$ cat src/rtl/core/recorded_route_playback_follower_unit_defines.svh
// Assertion macros for the route playback follower.
// Included by the modules that carry concurrent checks; no other dependencies.
`ifndef RECORDED_ROUTE_PLAYBACK_FOLLOWER_UNIT_DEFINES_SVH
`define RECORDED_ROUTE_PLAYBACK_FOLLOWER_UNIT_DEFINES_SVH
`ifndef SYNTHESIS
`define RRPF_ASSERT(lbl, clk, rstn, prop) \
    lbl: assert property (@(posedge clk) disable iff (!rstn) (prop)) \
        else $error("rrpf: assertion failed");
`define RRPF_ASSERT_NEXT(lbl, clk, rstn, ante, cons) \
    lbl: assert property (@(posedge clk) disable iff (!rstn) (ante) |=> (cons)) \
        else $error("rrpf: assertion failed");
`else
`define RRPF_ASSERT(lbl, clk, rstn, prop)
`define RRPF_ASSERT_NEXT(lbl, clk, rstn, ante, cons)
`endif
`endif

$ cat src/rtl/core/rrpf_pkg.sv
// Shared types, constants and helper functions of the route playback follower.
// No dependencies.
package rrpf_pkg;

    localparam int MOTOR_COUNT = 4;
    localparam int TRACE_DEPTH = 1024;

    localparam int LANES   = 4;      // speed/encoder lanes on the ports
    localparam int LANE_W  = 2;
    localparam int LCNT_W  = 3;

    localparam int PTR_W   = $clog2(TRACE_DEPTH);
    localparam int LEN_W   = PTR_W + 1;
    localparam int ADDR_W  = $clog2(MOTOR_COUNT * TRACE_DEPTH);
    localparam int POS_W   = 32;
    localparam int SPD_W   = 16;
    localparam int TS_W    = 15;
    localparam int TOL_W   = 16;
    localparam int DIST_W  = 32;
    localparam int QUO_W   = TS_W;
    localparam int PROD_W  = TS_W + DIST_W;
    localparam int CFG_W   = 16;
    localparam int CFG_IDX_W = 1;

    localparam logic [TS_W-1:0]  TS_RESET  = TS_W'(1000);
    localparam logic [TOL_W-1:0] TOL_RESET = TOL_W'(20);

    localparam logic [CFG_IDX_W-1:0] CFG_TARGET_SPEED = 1'b0;
    localparam logic [CFG_IDX_W-1:0] CFG_REACH_TOL    = 1'b1;

    typedef enum logic [1:0] {
        CMD_LOAD  = 2'd0,
        CMD_START = 2'd1,
        CMD_TICK  = 2'd2,
        CMD_NONE  = 2'd3
    } cmd_t;

    typedef enum logic [3:0] {
        S_IDLE,
        S_W_PREV,
        S_W_CUR,
        S_W_EVAL,
        S_UPD,
        S_T_RD,
        S_T_CAP,
        S_MUL,
        S_DIVGO,
        S_DIVW,
        S_FIN
    } state_t;

    typedef struct packed {
        logic busy;
        logic done;
    } div_stat_t;

    // point counts as reached when past it in its direction or within tolerance
    function automatic logic reached(input logic signed [POS_W-1:0] pos,
                                     input logic signed [POS_W-1:0] fin,
                                     input logic back,
                                     input logic [TOL_W-1:0] tol);
        logic signed [POS_W:0] d;
        logic [POS_W:0] mag;
        d = $signed({pos[POS_W-1], pos}) - $signed({fin[POS_W-1], fin});
        mag = d[POS_W] ? (POS_W+1)'(-d) : (POS_W+1)'(d);
        return (back ? (pos <= fin) : (pos >= fin)) ||
               (mag < (POS_W+1)'(tol));
    endfunction

    function automatic logic [ADDR_W-1:0] trace_addr(input logic [LANE_W-1:0] motor,
                                                     input logic [PTR_W-1:0] idx);
        return ADDR_W'(ADDR_W'(motor) * ADDR_W'(TRACE_DEPTH) + ADDR_W'(idx));
    endfunction

endpackage

$ cat src/rtl/core/rrpf_divider.sv
// Restoring divider, one quotient bit per cycle, for the speed scaling.
// Depends on rrpf_pkg and the assertion macro header.
`include "recorded_route_playback_follower_unit_defines.svh"
module rrpf_divider
    import rrpf_pkg::*;
(
    input  logic              aclk,
    input  logic              aresetn,
    input  logic              start,
    input  logic [PROD_W-1:0] numer,
    input  logic [DIST_W-1:0] denom,
    output logic [QUO_W-1:0]  quo,
    output div_stat_t         stat
);

    localparam int CNT_W = $clog2(QUO_W + 1);

    logic [DIST_W-1:0] rem_reg;
    logic [DIST_W-1:0] den_reg;
    logic [QUO_W-1:0]  num_reg;
    logic [QUO_W-1:0]  quo_reg;
    logic [CNT_W-1:0]  cnt_reg;
    logic              busy_reg;
    logic              done_reg;

    logic [DIST_W:0]   trial;
    logic              qbit;

    always_comb begin
        trial = {rem_reg, num_reg[QUO_W-1]};
        qbit  = (trial >= {1'b0, den_reg});
    end

    always_ff @(posedge aclk) begin
        if (!aresetn) begin
            busy_reg <= 1'b0;
            done_reg <= 1'b0;
            cnt_reg  <= '0;
        end else begin
            done_reg <= 1'b0;
            if (start) begin
                // quotient fits QUO_W bits, so the top part is already below denom
                rem_reg  <= numer[PROD_W-1:QUO_W];
                num_reg  <= numer[QUO_W-1:0];
                den_reg  <= denom;
                cnt_reg  <= CNT_W'(QUO_W);
                busy_reg <= 1'b1;
            end else if (busy_reg) begin
                rem_reg <= qbit ? DIST_W'(trial - {1'b0, den_reg}) : trial[DIST_W-1:0];
                quo_reg <= {quo_reg[QUO_W-2:0], qbit};
                num_reg <= {num_reg[QUO_W-2:0], 1'b0};
                cnt_reg <= cnt_reg - CNT_W'(1);
                if (cnt_reg == CNT_W'(1)) begin
                    busy_reg <= 1'b0;
                    done_reg <= 1'b1;
                end
            end
        end
    end

    assign quo       = quo_reg;
    assign stat.busy = busy_reg;
    assign stat.done = done_reg;

    `RRPF_ASSERT(a_start_idle, aclk, aresetn, start |-> !busy_reg)
    `RRPF_ASSERT(a_busy_cnt, aclk, aresetn, busy_reg |-> (cnt_reg != '0))
    `RRPF_ASSERT_NEXT(a_done_once, aclk, aresetn, done_reg, !done_reg)

endmodule

$ cat config.mk
export PLATFORM = sky130hd
export DESIGN_NAME = rrpf_divider
export DESIGN_NICKNAME = d
export VERILOG_FILES = /design/src/rtl/core/rrpf_pkg.sv /design/src/rtl/core/rrpf_divider.sv
export VERILOG_INCLUDE_DIRS = /design/src /design/src/rtl/core
export SDC_FILE = /design/constraint.sdc
export NUM_CORES = 1
export LEC_CHECK = 0
export ABC_AREA = 0
export BUFFER_PORTS_ARGS = -buffer_cell sky130_fd_sc_hd__buf_4
export CAP_MARGIN = 10
export CORE_UTILIZATION = 43
export CTS_CLUSTER_DIAMETER = 200
export DETAILED_ROUTE_END_ITERATION = 8
export GPL_TIMING_DRIVEN = 0
export PLACE_DENSITY = 0.66
export SLEW_MARGIN = 40
export SYNTH_ARGS = -nofsm -noshare
export SYNTH_HDL_FRONTEND = slang
export SYNTH_SLANG_ARGS = --single-unit
export TNS_END_PERCENT = 20
$ cat constraint.sdc
create_clock -name aclk -period 2.9 [get_ports aclk]
set_input_delay 0.435 -clock aclk [delete_from_list [all_inputs] [get_ports aclk]]
set_output_delay 0.435 -clock aclk [all_outputs]
set_load 0.1 [all_outputs]
==> results.sh <==
export IMPL_yosysWarnings=0
export IMPL_crit_required_ns=3.01
export IMPL_final_layout_size_suffix_gt1_share_pct=30.7
export IMPL_fin_util_pct=55.8
export IMPL_wl_met1_um=5820
export IMPL_place_hpwl_um=9620
export IMPL_hp_class="input port to flip-flop"
export IMPL_synth_seq_cells=100
export IMPL_vias_per_cell=5.30
export IMPL_top_layer_used="met4"
export IMPL_crit_chain="inv_1 > ha_2 > inv_2 > fa_2 > a21o_1 > a221oi_4 > nor4_2 > or3_4 > a21oi_4 > o221ai_4 > xnor2_1 > a21oi_1 > mux2_2"
export IMPL_ys_types=58
export IMPL_place_ws_ns=-0.420
export IMPL_finalHoldViolations=0
export IMPL_critPathKind="flip-flop to flip-flop"
export IMPL_mostFrequentLayoutCells="114 x buf_4, 94 x edfxtp_1, 56 x a21oi_1, 43 x inv_1, 35 x mux2_2"
export IMPL_cp_data_arrival_time_ns=3.25
export IMPL_htreeDepth=3
export IMPL_path_max_fanout=3
export IMPL_setup_tns_final_ns=-3.20
export IMPL_maxSlewViolCount=0
export IMPL_violations="setup timing"
export IMPL_drt_pass1_iterations=5
export IMPL_cts_root_buf="clkbuf_16"
export IMPL_wl_met2_um=6230
export IMPL_clk_latency_ns=0.36
export IMPL_port_buffers=97
export IMPL_mostFrequentLayoutCell="buf_4"
export IMPL_slew_headroom_pct=51.3
export IMPL_ios=99
export IMPL_synth_ff_type="edfxtp_1"
export IMPL_route_met3_wl_um=771
export IMPL_grt_pass1_vias=4463
export IMPL_fp_dieW_um=119
export IMPL_fillCellCount=1216
export IMPL_syn_inst=531
export IMPL_power_mw=4.31
export IMPL_diodes=0
export IMPL_cts_tree="yes"
export IMPL_p_sw_mw=1.32
export IMPL_fin_crit_sh_pct=108
export IMPL_swShare_pct=30.6
export IMPL_synth_edf_count=94
export IMPL_ff_latch_area_um2=2940
export IMPL_grt_pass1_wl_um=21300
export IMPL_vias=4407
export IMPL_pwr_share_clk_pct=29.4
export IMPL_ir_drop_mv=0.446
export IMPL_post_drt_wl_per_cell_um=15.7
export IMPL_postCtsHoldBufs=0
export IMPL_slowest_stage="edfxtp_1"
export IMPL_core_area_um2=13200
export IMPL_numCtsBuffers=9
export IMPL_clock_fmax_mhz=318
export IMPL_power_density_nw_per_um2=583
export IMPL_path_delay_family="compound AO/OA/AOI/OAI gates"
export IMPL_syn2layout_area_growth_pct=26.2
export IMPL_route_detailed_drc=0
export IMPL_r2r_slack_ns=-0.25
export IMPL_synth_net_count=648
export IMPL_gp_congestion=0.894
export IMPL_clkTransAtPathRegs_ns=0.07
export IMPL_grt_usage_pct=19.3
export IMPL_num_rows=42
export IMPL_multi_input_area_um2=2780
export IMPL_rsz0062_at_grt="yes"
export IMPL_p_leak_nw=2.96
export IMPL_clock_sinks=100
export IMPL_layout_nets=767
export IMPL_path_buf_inv=2
export IMPL_combPwrFrac_pct=29.4
export IMPL_antenna_found_initial=0
export IMPL_drtAntennaViolNets=0
export IMPL_drt_iter0_drc=232
export IMPL_die_area_um2=14100
export IMPL_postSynthAreaPerCell_um2=11.0
export IMPL_cts_buffer_depth=2
export IMPL_critical_path_max_stage_delay_ns=0.38
export IMPL_setup_viol=26
export IMPL_dieHeight_um=119
export IMPL_synthArstFlopShare_pct=0
export IMPL_run_status="finished with violations"
export IMPL_grt_max_degree=35
export IMPL_ys_seq_area_share_pct=50.3
export IMPL_syn_cell_area_um2=5850
export IMPL_setup_ws_ns=-0.245
export IMPL_start_kind="flip-flop"
export IMPL_drv_cap=0
export IMPL_seq_power_share_pct=41.2
export IMPL_p_int_mw=2.99
export IMPL_grt_remaining_overflow=0
export IMPL_initial_core_util_pct=44.2
export IMPL_worst_slew_pin_slew_ns=0.730
export IMPL_fin_skew_ns=0.0105
export IMPL_drt_wl_total_um=13000
export IMPL_fin_crit_ns=3.15
export IMPL_endpoint_kind="flip-flop"
-- Yosys cell counts, types with 3 or more instances --
cell type  number  area share, %
a21oi_1        58            5.0
nand3_1         8           0.68
nand2_1        33            2.1
and3_1          5           0.53
edfxtp_1       94             48
a21o_1          9            1.2
a31oi_1         3           0.32
clkbuf_1       10           0.64
buf_4           3           0.38
ha_1           34            7.3
buf_2           6           0.51
nor2_1         32            2.1
dfxtp_1         6            2.1
mux2_2         35            6.7
nor4_1          3           0.32
o21ai_0        22            1.9
nor3b_1         9            1.2
xor2_1         17            2.5
xnor2_1        14            2.1
o21ai_1        14            1.2
or3_1           4           0.43
o21a_1          6           0.77
nand2b_1        4           0.43
inv_1          44            2.8
a21oi_2         3           0.45
nor3_1          6           0.51
nand4_1         5           0.53
and2_1          4           0.43
-- area by class of cell --
class,count,area share [%]
plain buffers,19,1.41
clock buffers,9,3.05
clock inverters,7,1.27
flip-flops and latches,100,39.8
repair buffers,110,11.6
well taps,176,2.98
multi-input cells,366,37.6
inverters,44,2.24
-- layer usage --
layer  up-vias  track usage [%]
li1       2179                -
met2       106             30.6
met3        19             6.13
met5         -                0
met4         0             7.36
met1      2103             24.5
-- power by group through the flow --
stage	sequential (mW)	clock (mW)	combinational [mW]
after floorplan	1.82	0	0.841
after global placement	1.81	0	1.15
after detailed placement	1.80	0	1.18
after CTS	1.78	1.30	1.23
after global routing	1.79	1.34	1.40
final	1.77	1.27	1.27
-- timing repair --
action / 4_1_cts / 5_1_grt
gates resized for setup: 21 / 8
buffers inserted: 6 / 5
pin swaps: 11 / 12
setup endpoints to repair: 32 / 32
-- path summary, 6_finish.rpt --
| check | startpoint | end | cells after the start |
|---|---|---|---|
| worst min-delay path | denom[29] | den_reg[29] | 1 |
| worst max-delay path | num_reg[14] | rem_reg[22] | 13 |
| worst max register to register | num_reg[14] | rem_reg[22] | 13 |
| worst min register to register | quo[11] | quo[12] | 0 |
-- kinds of logic after synthesis --
group                      synth area share [%]
AOI/OAI and AO/OA                          15.1
buffers and inverters                      4.49
muxes                                      7.46
xor gates and xnor gates                   4.64
and+or+nand+nor                            10.4
DFF                                        50.3
adders and majority gates                  7.61
-- worst reg2reg max path, stage by stage (launching register included) --
cell,delay [ns]
edfxtp_1,0.38
inv_1,0.07
ha_2,0.18
inv_2,0.04
fa_2,0.34
a21o_1,0.21
a221oi_4,0.36
nor4_2,0.11
or3_4,0.36
a21oi_4,0.18
o221ai_4,0.15
xnor2_1,0.18
a21oi_1,0.08
mux2_2,0.26
-- through the flow --
stage	std cells	instance area [um2]	hold WS, ns
after detailed placement	806	6860	0.441
after global routing	831	7390	0.229
after floorplan	531	5860	0.520
after CTS	828	7310	0.230
final	831	7390	0.247
after global placement	804	6810	0.433
Power figures use the tool's default switching activity.
